### src/rtl/core/tbs_pkg.sv
// Package for the throughput bitrate selector: widths, fixed-point
// coefficients, register indexes and the safety-factor type.
// Has no dependencies; used by throughput_bitrate_selector_top.
`default_nettype none

package tbs_pkg;

    // Field widths.
    localparam int LEVEL_W   = 10;
    localparam int RATE_W    = 32;
    localparam int SEG_W     = 16;
    localparam int IDX_W     = 3;
    localparam int CFG_IDX_W = 3;
    localparam int CFG_W     = 32;

    // Representation count in use and storage provided.
    localparam int NUM_REPS = 6;
    localparam int MAX_REPS = 6;

    // Smoothed rate in unsigned Q32.FRAC_BITS, held in 48 bits.
    localparam int FRAC_BITS = 16;
    localparam int SM_W      = 48;
    localparam int MUL_W     = SM_W + FRAC_BITS;
    localparam int CMP_W     = SM_W + 2;

    // Smoothing weights, 0.7 and 0.3, summing exactly to one.
    localparam longint ONE_Q    = longint'(1) << FRAC_BITS;
    localparam longint COEF_OLD = ((longint'(7) << FRAC_BITS) + 5) / 10;
    localparam longint COEF_NEW = ONE_Q - COEF_OLD;

    // Buffer thresholds for the safety factor.
    localparam int LOW_BUFFER = 4;
    localparam int MID_BUFFER = 16;

    // Configuration register indexes.
    localparam logic [CFG_IDX_W-1:0] REG_TOTAL_SEGMENTS = 3'd0;
    localparam logic [CFG_IDX_W-1:0] REG_RATE_0         = 3'd1;

    // Safety factor picked by the buffer level.
    typedef enum logic [1:0] {
        FACTOR_HALF,
        FACTOR_3Q,
        FACTOR_ONE
    } t_factor;

endpackage

`default_nettype wire

### src/rtl/core/throughput_bitrate_selector_top.sv
// Top level of the throughput bitrate selector: a three-register pipeline
// with smoothing, representation choice and configuration registers.
// Depends on tbs_pkg.
//
//  channel | direction | handshake                  | payload
//  --------+-----------+----------------------------+------------------------------
//  in      | input     | i_in_valid / o_in_ready    | i_buffer_level, i_download_rate
//  out     | output    | o_out_valid / i_out_ready  | o_all_done, o_rep_index,
//          |           |                            | o_rep_bitrate, o_segment_number
//  cfg     | input     | i_cfg_valid / o_cfg_ready  | i_cfg_index, i_cfg_data
//
// One word is accepted each cycle unless stalled; it moves via stage 1, stage 2, output.
// The smoothing feedback closes within the first stage through the smoothed-rate
// register, so consecutive words see each other's update with no gap.
// A stalled output holds its word; a full pipe stalls the input in the same cycle.
// Synchronous active-low reset clears the state, the stage valids and the
// configuration registers.
`default_nettype none

module throughput_bitrate_selector_top (
    input  wire logic                         i_clk,
    input  wire logic                         i_rst_n,
    // Request channel
    input  wire logic                         i_in_valid,
    output logic                              o_in_ready,
    input  wire logic [tbs_pkg::LEVEL_W-1:0]  i_buffer_level,
    input  wire logic [tbs_pkg::RATE_W-1:0]   i_download_rate,
    // Result channel
    output logic                              o_out_valid,
    input  wire logic                         i_out_ready,
    output logic                              o_all_done,
    output logic [tbs_pkg::IDX_W-1:0]         o_rep_index,
    output logic [tbs_pkg::RATE_W-1:0]        o_rep_bitrate,
    output logic [tbs_pkg::SEG_W-1:0]         o_segment_number,
    // Configuration channel
    input  wire logic                         i_cfg_valid,
    output logic                              o_cfg_ready,
    input  wire logic [tbs_pkg::CFG_IDX_W-1:0] i_cfg_index,
    input  wire logic [tbs_pkg::CFG_W-1:0]    i_cfg_data
);

    import tbs_pkg::*;

    // Configuration and state registers.
    logic [SEG_W-1:0]  r_total;
    logic [RATE_W-1:0] r_rates [MAX_REPS];
    logic [SM_W-1:0]   r_sm;
    logic [SM_W-1:0]   n_sm;
    logic [SEG_W-1:0]  r_seg;

    // Derived from the rates: pairwise order and lowest representation.
    logic [NUM_REPS-1:0] r_lt [NUM_REPS];
    logic [NUM_REPS-1:0] n_lt [NUM_REPS];
    logic [IDX_W-1:0]    r_low;
    logic [IDX_W-1:0]    n_low;

    // Stage 1: accepted request.
    logic               r_s1_valid;
    logic [LEVEL_W-1:0] r_s1_level;
    logic [RATE_W-1:0]  r_s1_rate;

    // Stage 2: smoothed rate and factor.
    logic             r_s2_valid;
    logic             r_s2_done;
    t_factor          r_s2_factor;
    t_factor          n_factor;
    logic [SM_W-1:0]  r_s2_sm;
    logic [SEG_W-1:0] r_s2_seg;

    // Output register.
    logic              r_out_valid;
    logic              r_out_done;
    logic [IDX_W-1:0]  r_out_index;
    logic [RATE_W-1:0] r_out_bitrate;
    logic [SEG_W-1:0]  r_out_seg;

    // Flow control.
    logic out_en;
    logic s2_en;
    logic s1_en;
    logic s1_fire;
    logic s1_done;

    // Selection logic in stage 2.
    logic [CMP_W-1:0]    sm_cmp;
    logic [NUM_REPS-1:0] cand;
    logic [NUM_REPS-1:0] win;
    logic [IDX_W-1:0]    win_index;
    logic [IDX_W-1:0]    pick;

    // Each stage moves when the stage after it can take its word.
    assign out_en     = !r_out_valid || i_out_ready;
    assign s2_en      = !r_s2_valid || out_en;
    assign s1_en      = !r_s1_valid || s2_en;
    assign s1_fire    = r_s1_valid && s2_en;
    assign o_in_ready = s1_en;
    assign o_cfg_ready = 1'b1;

    // Configuration writes; indexes past the list are dropped.
    always_ff @(posedge i_clk) begin
        if (!i_rst_n) begin
            r_total <= '0;
            for (int i = 0; i < MAX_REPS; i++) begin
                r_rates[i] <= '0;
            end
        end else if (i_cfg_valid) begin
            if (i_cfg_index == REG_TOTAL_SEGMENTS) begin
                r_total <= i_cfg_data[SEG_W-1:0];
            end
            for (int i = 0; i < MAX_REPS; i++) begin
                if (i_cfg_index == REG_RATE_0 + CFG_IDX_W'(i)) begin
                    r_rates[i] <= i_cfg_data[RATE_W-1:0];
                end
            end
        end
    end

    // Pairwise order of the rates and the lowest one, first index on ties.
    always_comb begin
        logic is_low;
        n_low = '0;
        for (int i = 0; i < NUM_REPS; i++) begin
            for (int j = 0; j < NUM_REPS; j++) begin
                n_lt[i][j] = r_rates[i] < r_rates[j];
            end
        end
        for (int i = 0; i < NUM_REPS; i++) begin
            is_low = 1'b1;
            for (int j = 0; j < NUM_REPS; j++) begin
                if (j < i && !n_lt[i][j]) begin
                    is_low = 1'b0;
                end
                if (j > i && n_lt[j][i]) begin
                    is_low = 1'b0;
                end
            end
            if (is_low) begin
                n_low = n_low | IDX_W'(i);
            end
        end
    end

    always_ff @(posedge i_clk) begin
        r_lt  <= n_lt;
        r_low <= n_low;
    end

    // Stage 1 load.
    always_ff @(posedge i_clk) begin
        if (!i_rst_n) begin
            r_s1_valid <= 1'b0;
        end else if (s1_en) begin
            r_s1_valid <= i_in_valid;
        end
    end

    always_ff @(posedge i_clk) begin
        if (s1_en && i_in_valid) begin
            r_s1_level <= i_buffer_level;
            r_s1_rate  <= i_download_rate;
        end
    end

    // Smoothing: 0.7 * previous + 0.3 * new, seeded with the new rate.
    // The new term is exact in fixed point, so only the old term is floored.
    always_comb begin
        logic [MUL_W-1:0] prod_old;
        logic [SM_W-1:0]  term_new;
        prod_old = MUL_W'(COEF_OLD) * MUL_W'(r_sm);
        term_new = SM_W'(COEF_NEW) * SM_W'(r_s1_rate);
        if (r_sm == '0) begin
            n_sm = SM_W'(r_s1_rate) << FRAC_BITS;
        end else begin
            n_sm = SM_W'(prod_old >> FRAC_BITS) + term_new;
        end
    end

    // Safety factor from the buffer level.
    always_comb begin
        if (r_s1_level < LEVEL_W'(LOW_BUFFER)) begin
            n_factor = FACTOR_HALF;
        end else if (r_s1_level < LEVEL_W'(MID_BUFFER)) begin
            n_factor = FACTOR_3Q;
        end else begin
            n_factor = FACTOR_ONE;
        end
    end

    assign s1_done = r_seg >= r_total;

    // State update: only a request that issues a segment changes it.
    always_ff @(posedge i_clk) begin
        if (!i_rst_n) begin
            r_sm  <= '0;
            r_seg <= '0;
        end else if (s1_fire && !s1_done) begin
            r_sm  <= n_sm;
            r_seg <= r_seg + SEG_W'(1);
        end
    end

    // Stage 2 load.
    always_ff @(posedge i_clk) begin
        if (!i_rst_n) begin
            r_s2_valid <= 1'b0;
        end else if (s2_en) begin
            r_s2_valid <= r_s1_valid;
        end
    end

    always_ff @(posedge i_clk) begin
        if (s1_fire) begin
            r_s2_done   <= s1_done;
            r_s2_factor <= n_factor;
            r_s2_sm     <= n_sm;
            r_s2_seg    <= r_seg;
        end
    end

    // Threshold test per representation; a zero rate is never a candidate.
    always_comb begin
        logic [CMP_W-1:0] rate_q;
        sm_cmp = CMP_W'(r_s2_sm);
        if (r_s2_factor == FACTOR_3Q) begin
            sm_cmp = CMP_W'(r_s2_sm) + (CMP_W'(r_s2_sm) << 1);
        end
        for (int i = 0; i < NUM_REPS; i++) begin
            rate_q = CMP_W'(r_rates[i]) << FRAC_BITS;
            case (r_s2_factor)
                FACTOR_HALF: rate_q = CMP_W'(r_rates[i]) << (FRAC_BITS + 1);
                FACTOR_3Q:   rate_q = CMP_W'(r_rates[i]) << (FRAC_BITS + 2);
                default:     rate_q = CMP_W'(r_rates[i]) << FRAC_BITS;
            endcase
            cand[i] = (rate_q < sm_cmp) && (r_rates[i] != '0);
        end
    end

    // Highest candidate wins; among equal rates the lowest index wins.
    always_comb begin
        win_index = '0;
        for (int i = 0; i < NUM_REPS; i++) begin
            win[i] = cand[i];
            for (int j = 0; j < NUM_REPS; j++) begin
                if (j < i && cand[j] && !r_lt[j][i]) begin
                    win[i] = 1'b0;
                end
                if (j > i && cand[j] && r_lt[i][j]) begin
                    win[i] = 1'b0;
                end
            end
            if (win[i]) begin
                win_index = win_index | IDX_W'(i);
            end
        end
        pick = (|win) ? win_index : r_low;
    end

    // Output register.
    always_ff @(posedge i_clk) begin
        if (!i_rst_n) begin
            r_out_valid <= 1'b0;
        end else if (out_en) begin
            r_out_valid <= r_s2_valid;
        end
    end

    always_ff @(posedge i_clk) begin
        if (out_en && r_s2_valid) begin
            r_out_done <= r_s2_done;
            if (r_s2_done) begin
                r_out_index   <= '0;
                r_out_bitrate <= '0;
                r_out_seg     <= '0;
            end else begin
                r_out_index   <= pick;
                r_out_bitrate <= r_rates[pick];
                r_out_seg     <= r_s2_seg;
            end
        end
    end

    assign o_out_valid      = r_out_valid;
    assign o_all_done       = r_out_done;
    assign o_rep_index      = r_out_index;
    assign o_rep_bitrate    = r_out_bitrate;
    assign o_segment_number = r_out_seg;

`ifndef SYNTHESIS
    // A finished presentation reports all-zero fields.
    a_done_zero : assert property (@(posedge i_clk) disable iff (!i_rst_n)
        o_out_valid && o_all_done |->
            o_rep_index == '0 && o_rep_bitrate == '0 && o_segment_number == '0)
        else $error("done result carries nonzero fields");

    // A chosen representation is always one in use.
    a_index_range : assert property (@(posedge i_clk) disable iff (!i_rst_n)
        o_out_valid && !o_all_done |-> o_rep_index < IDX_W'(NUM_REPS))
        else $error("representation index out of range");

    // At most one representation wins the search.
    a_win_onehot : assert property (@(posedge i_clk) disable iff (!i_rst_n)
        r_s2_valid |-> $onehot0(win))
        else $error("more than one winning representation");

    // The segment counter moves only by one, and only on an issuing request.
    a_seg_step : assert property (@(posedge i_clk) disable iff (!i_rst_n)
        $past(i_rst_n) && r_seg != $past(r_seg) |->
            r_seg == $past(r_seg) + SEG_W'(1) && $past(s1_fire) && !$past(s1_done))
        else $error("segment counter stepped unexpectedly");
`endif

endmodule

`default_nettype wire
### config.mk
export PLATFORM = sky130hd
export DESIGN_NAME = throughput_bitrate_selector_top
export DESIGN_NICKNAME = d
export VERILOG_FILES = /design/src/rtl/core/tbs_pkg.sv /design/src/rtl/core/throughput_bitrate_selector_top.sv
export SDC_FILE = /design/constraint.sdc
export NUM_CORES = 2
export LEC_CHECK = 0
export ABC_AREA = 1
export BUFFER_PORTS_ARGS = -buffer_cell sky130_fd_sc_hd__buf_4
export CORE_MARGIN = 3
export CORE_UTILIZATION = 41
export DETAILED_ROUTE_END_ITERATION = 8
export PLACE_DENSITY = 0.68
export SYNTH_ARGS = -nofsm -noshare
export SYNTH_HDL_FRONTEND = slang
export SYNTH_SLANG_ARGS = --single-unit
### constraint.sdc
create_clock -name i_clk -period 8.45 [get_ports i_clk]
set_input_delay 2.535 -clock i_clk [delete_from_list [all_inputs] [get_ports i_clk]]
set_output_delay 2.535 -clock i_clk [all_outputs]
set_load 0.02 [all_outputs]
== After elaboration in Yosys (flattened, before gate mapping) ==
Memories as Yosys holds them, arrays and structs flattened. A register that Yosys moved wholly into a read port is not among the register bits.
Cells that the tools add are included.
Storage, ports and cells
  flip-flop bits (word level): 245
  bits in latches: 0
  bits in writable memories: 192
  bits in read-only memories: 0
  logic and storage cells: 265
  memories: 1
Memory list
  r_rates: words 6, bits a word 32, read ports 7, clocked after Yosys merged registers in 1, wr ports 6, RTL line throughput_bitrate_selector_top.sv:46  | logic [RATE_W-1:0] r_rates [MAX_REPS];
Operators by class
  add/sub/neg operators: 3
  multiply operators: 2
  div/mod/pow operators: 0
  $lt $le $gt $ge: 44
  eq/ne operators: 7
  shift-type cells: 0
  multiplexer cells: 105
  bitwise operators: 6
  reductions and logical operators: 74
Operators by type and width (count)
  $lt A32 B32 Y1: 35
  $pmux W50 S2: 6
  $lt A50 B50 Y1: 6
  $mux W32: 6
  $reduce_bool A32 Y1: 6
  $mux W1: 82
  $mul A16 B48 Y64 const A: 1
  $add A48 B49 Y50: 1
  $mux W50: 1
  $add A48 B47 Y48: 1
  $logic_not A48 Y1: 1
  $mux W48: 1
  $mul A15 B32 Y47 const A: 1
  $logic_and A1 B1 Y1: 40
  $logic_not A1 Y1: 19
  $add A16 B1 Y16 const B: 1
  $ge A16 B16 Y1: 1
  $mux W3: 4
  $lt A10 B3 Y1 const B: 1
  $lt A10 B5 Y1 const B: 1
  $mux W2: 5
  $eq A3 B3 Y1 const B: 3
  $eq A3 B2 Y1 const B: 2
  $or A1 B1 Y1: 6
  8 further kinds: 10

== Longest topological paths before layout ==
  word-level depth: 16
  depth in mapped cells: 51
  gate-level depth less buffers: 50

== Least setup slack after synthesis ==
Ideal clock, no wire load.
  path type: flip-flop to flip-flop
  from: reg r_sm[7]
  to: reg r_sm[47]
  data arrival time: 9.203 ns
  data required time: 8.335 ns
  path slack: -0.869 ns
  cell stages (with the launch flop): 43
  buffers on the path: 0
  cells stage by stage: dfxtp_1 -> ha_1 -> fa_1 -> inv_1 -> fa_1 -> inv_1 -> fa_1 -> fa_1 -> inv_1 -> fa_1 -> inv_1 -> ha_1 -> a21oi_1 -> o21ai_0 -> a21oi_1 -> nand3_1 -> nand2_1 -> o211ai_1 -> (+7 left out) -> fa_1 -> fa_1 -> inv_1 -> ha_1 -> nand2_1 -> inv_1 -> a21oi_1 -> nor3_1 -> nor3_1 -> o21ai_0 -> a21oi_1 -> o21ai_0 -> a21oi_1 -> xor2_1 -> xnor2_1 -> o21ai_0 -> o21ai_0 -> inv_1
On the way
  cells in the longest elaborated chain, start to end: 3
  elaborated cells on any way between the ends: 4
Ends and longest elaborated chain
  from (decl): RTL line throughput_bitrate_selector_top.sv:47  | logic [SM_W-1:0] r_sm;
  from (signal assigned): RTL line throughput_bitrate_selector_top.sv:197  | r_sm <= n_sm;
  $mul A16 B48 Y64: RTL line throughput_bitrate_selector_top.sv:169  | prod_old = MUL_W'(COEF_OLD) * MUL_W'(r_sm);
  $add A48 B47 Y48: RTL line throughput_bitrate_selector_top.sv:174  | n_sm = SM_W'(prod_old >> FRAC_BITS) + term_new;
  $mux W48 *: RTL line throughput_bitrate_selector_top.sv:171  | if (r_sm == '0) begin
  net n_sm[47]: RTL line throughput_bitrate_selector_top.sv:48  | logic [SM_W-1:0] n_sm;
The timed path passes the listed nets; every way through them passes the cells marked *.
A chain may end at the register's enable or synchronous reset.

== Worst setup path in the final report ==
  from: reg r_sm[20]
  to: reg r_sm[41]
The elaborated chain is that of the path after synthesis.

==> impl_metrics.yaml <==
timing:
  fin_skew_ns: 0.03544
  final.setup.worst_slack_ns: -1.068
  rsz0062_at_grt: "yes"
  timing.fmax_ghz: 0.1051
  min_period_ns: 9.518
  tightest_slew_ns: 1.345
  hold_ws_ns: 0.4745
  setup_violations: 72
  final-max-slew-violation-count: 0
  timing.final.crit_share: 1.126
  hold_violations: 0
  slew_headroom: 0.09084
route:
  viasPerCell: 5.548
  routed_wl_mm: 234.2
  wl_per_cell_um: 21.90
  drt_pass1_iterations: 9
  drc: 0
  drt_iter0_drc: 5391
  drtAntennaViolNets: 0
  vias: 59320
synthesis:
  ys_warn_count: 0
  avgSynthCellArea_um2: 8.286
  synth_seq_area_share: 0.1947
  synth_edf_count: 351
  ys_top_cells_by_area: "ha_1 25%, edfxtp_1 16%, fa_1 16%"
  synth_cell_types: 65
  async_flop_share: 0
  synth_area_leader_cell: "ha_1"
  netlist.area_leader.share: 0.2490
  netlist_instances: 7788
  mappedNetlistArea_mm2: 0.06453
  synth-seq-cells: 452
  synth_top_flop_cell: "edfxtp_1"
  syn_nets: 9671
finish:
  area_growth_syn_to_layout_pct: 21.37
  final_cell_mix: "1571 x inv_1, 1219 x ha_1, 894 x nand2_1"
  fill_cells: 14270
  layout_commonest_cell: "inv_1"
  nets: 10490
  drive_gt1_frac: 0.1736
floorplan:
  ios: 137
  initial_utilization: 0.4160
  die_x_um: 402.7
  fp.dieH_um: 402.7
  coreArea_mm2: 0.1551
  rows: 144
  dieArea_mm2: 0.1622
setup_path:
  slowest_delay_ns: 0.59
  critPathRequiredTime_ns: 9.03
  crit_start: "r_sm[20]$_SDFFE_PN0P_"
  crit_path_end: "r_sm[41]$_SDFFE_PN0P_"
  rr_startpoint: "r_sm[20]$_SDFFE_PN0P_"
  cp-end-kind: "register"
  reg2reg_depth: 39
  critPathMaxFanout: 5
  start_kind: "register"
  worstSetupPathType: "reg -> reg"
  r2r_slack_ns: -1.07
  r2r_end: "r_sm[41]$_SDFFE_PN0P_"
  crit_arrival_ns: 10.09
  cpMaxStageDelayCell: "fa_1"
global_route:
  antenna_found_initial: 9
  grt_pass1_vias: 59090
  grt_use_total: 0.2821
  grt_use_met2: 0.4592
  grt_overflow: 0
  use_met3: 0.04371
  grt_pass1_wl_mm: 351.3
  grt_use_met1: 0.3639
  grt_max_degree: 132
  busiest_layer: "met2"
clock_network:
  cts_made_buffers: 54
  clockBufferDepth: 3
  cts_tree: "built"
  cts_max_level: 2
  clock_latency_ns: 0.70
  cts_sinks: 452
  cts-root-buf: "clkbuf_16"
  path_clk_slew_ns: 0.07
placement:
  hpwl_mm: 188.1
  place.gp.congestion: 1.033
  numPortBuffers: 133
run_status:
  outcome: "finished with violations"
  violations: "setup timing"
worst_hold_path:
  hp-class: "reg -> reg"
run:
  maxCapViolCount: 0
-- Yosys cell counts (all sizes together) (4+ instances only) --
library cell  instances
inv                1647
ha                 1284
nand2               968
a21oi               755
fa                  517
nor2                514
edfxtp              351
o21ai               307
nand3               284
o22ai               191
nand4               155
clkbuf              111
dfxtp               101
nor3                 73
xor2                 61
nor4                 58
buf                  50
xnor2                46
a31oi                43
a211oi               40
o211ai               33
o21a                 22
o221ai               20
mux2i                17
o21bai               16
a221oi               14
a21o                 13
o2111ai              11
o31ai                11
or2                  11
a21boi                9
and3                  7
nand3b                7
a2111oi               6
o221a                 6
and2                  4
-- worst max-delay path: cells and delay by family, from the launching register on --
family / cells / cell delay, ns
flops: 1 / 0.35
xor+xnor: 1 / 0.22
compound gates: 10 / 1.98
buf+inv: 10 / 0.81
fa+ha+maj: 11 / 5.02
simple gates: 7 / 1.06
-- kinds of logic (layout without fill, tap and decap cells) --
| logic type | Yosys count | count (layout) | share of synthesized area |
|---|---|---|---|
| AOI/OAI and AO/OA | 1511 | 1511 | 0.1318 |
| DFF | 452 | 452 | 0.1947 |
| other | 1 | 3 | 0.00005811 |
| xor gates and xnor gates | 107 | 107 | 0.01452 |
| muxes | 17 | 17 | 0.002637 |
| adders and majority gates | 1801 | 1801 | 0.4093 |
| and+or+nand+nor | 2090 | 2090 | 0.1400 |
| buffers and inverters | 1809 | 2667 | 0.1070 |
-- worst min path at each step --
stage / startpoint / endpoint / cells past startpoint
floorplan: r_seg[15]$_SDFFE_PN0P_ / r_s2_seg[15]$_DFFE_PP_ / 0
global placement: r_seg[0]$_SDFFE_PN0P_ / r_s2_seg[0]$_DFFE_PP_ / 0
detailed placement: r_seg[0]$_SDFFE_PN0P_ / r_s2_seg[0]$_DFFE_PP_ / 0
CTS: r_seg[0]$_SDFFE_PN0P_ / r_s2_seg[0]$_DFFE_PP_ / 0
global route: r_seg[0]$_SDFFE_PN0P_ / r_s2_seg[0]$_DFFE_PP_ / 0
finish: r_seg[15]$_SDFFE_PN0P_ / r_s2_seg[15]$_DFFE_PP_ / 0
-- per-layer routing --
metal / vias up / part of all wire
met2: 2341 / 0.45
met3: 599 / 0.077
met5: - / 0.00023
met4: 8 / 0.061
met1: 28500 / 0.41
li1: 27870 / -
-- sequential cells by signal, indices dropped and copies added, names as in the netlist --
| register | cells |
|---|---|
| o_out_valid | 1 |
| r_low | 3 |
| o_all_done | 1 |
| r_lt | 15 |
| r_sm | 48 |
| o_segment_number | 16 |
| r_s1_level | 8 |
| r_rates | 192 |
| r_s2_factor | 2 |
| r_s2_seg | 16 |
| o_rep_index | 3 |
| r_s2_done | 1 |
| r_s1_rate | 32 |
| r_seg | 16 |
| r_total | 16 |
| r_s1_valid | 1 |
| r_s2_valid | 1 |
| o_rep_bitrate | 32 |
| r_s2_sm | 48 |
-- area by class of cell --
| class | instances | area, um^2 | share of cell area |
|---|---|---|---|
| Antenna cell | 2 | 5.005 | 0.00006390 |
| Clock buffer | 70 | 1481 | 0.01891 |
| Clock inverter | 30 | 357.8 | 0.004569 |
| Inverter | 1648 | 6213 | 0.07933 |
| Multi-Input combinational cell | 5527 | 47740 | 0.6096 |
| Sequential cell | 452 | 12640 | 0.1614 |
| Tap cell | 2044 | 2557 | 0.03265 |
| Timing Repair Buffer | 919 | 7323 | 0.09350 |
-- per-stage QoR --
| step | worst slack, ns | cells | instance area [um^2] | setup TNS, ns | util |
|---|---|---|---|---|---|
| 6_report | -1.068 | 10690 | 78320 | -45.89 | 0.5049 |
| 5_1_grt | -1.319 | 10690 | 78320 | -70.62 | 0.5048 |
| 4_1_cts | -0.9005 | 10670 | 77030 | -42.76 | 0.4966 |
| 3_5_place_dp | -1.369 | 10520 | 73740 | -64.84 | 0.4753 |
| 3_3_place_gp | -1.370 | 10520 | 73740 | -62.09 | 0.4753 |
| 2_1_floorplan | -0.1079 | 7788 | 65190 | -0.2925 | - |
-- repair_timing --
action | 4_1_cts | 5_1_grt
pin swaps | 119 | 173
hold buffers | 0 | 0
gates resized for setup | 253 | 257
endpoints found under the setup margin | 77 | 112
buffers inserted | 58 | 28
Power is left out: the tool's default activity adds up to more than one toggle a clock period on the data nets, which glitch-free logic cannot reach.
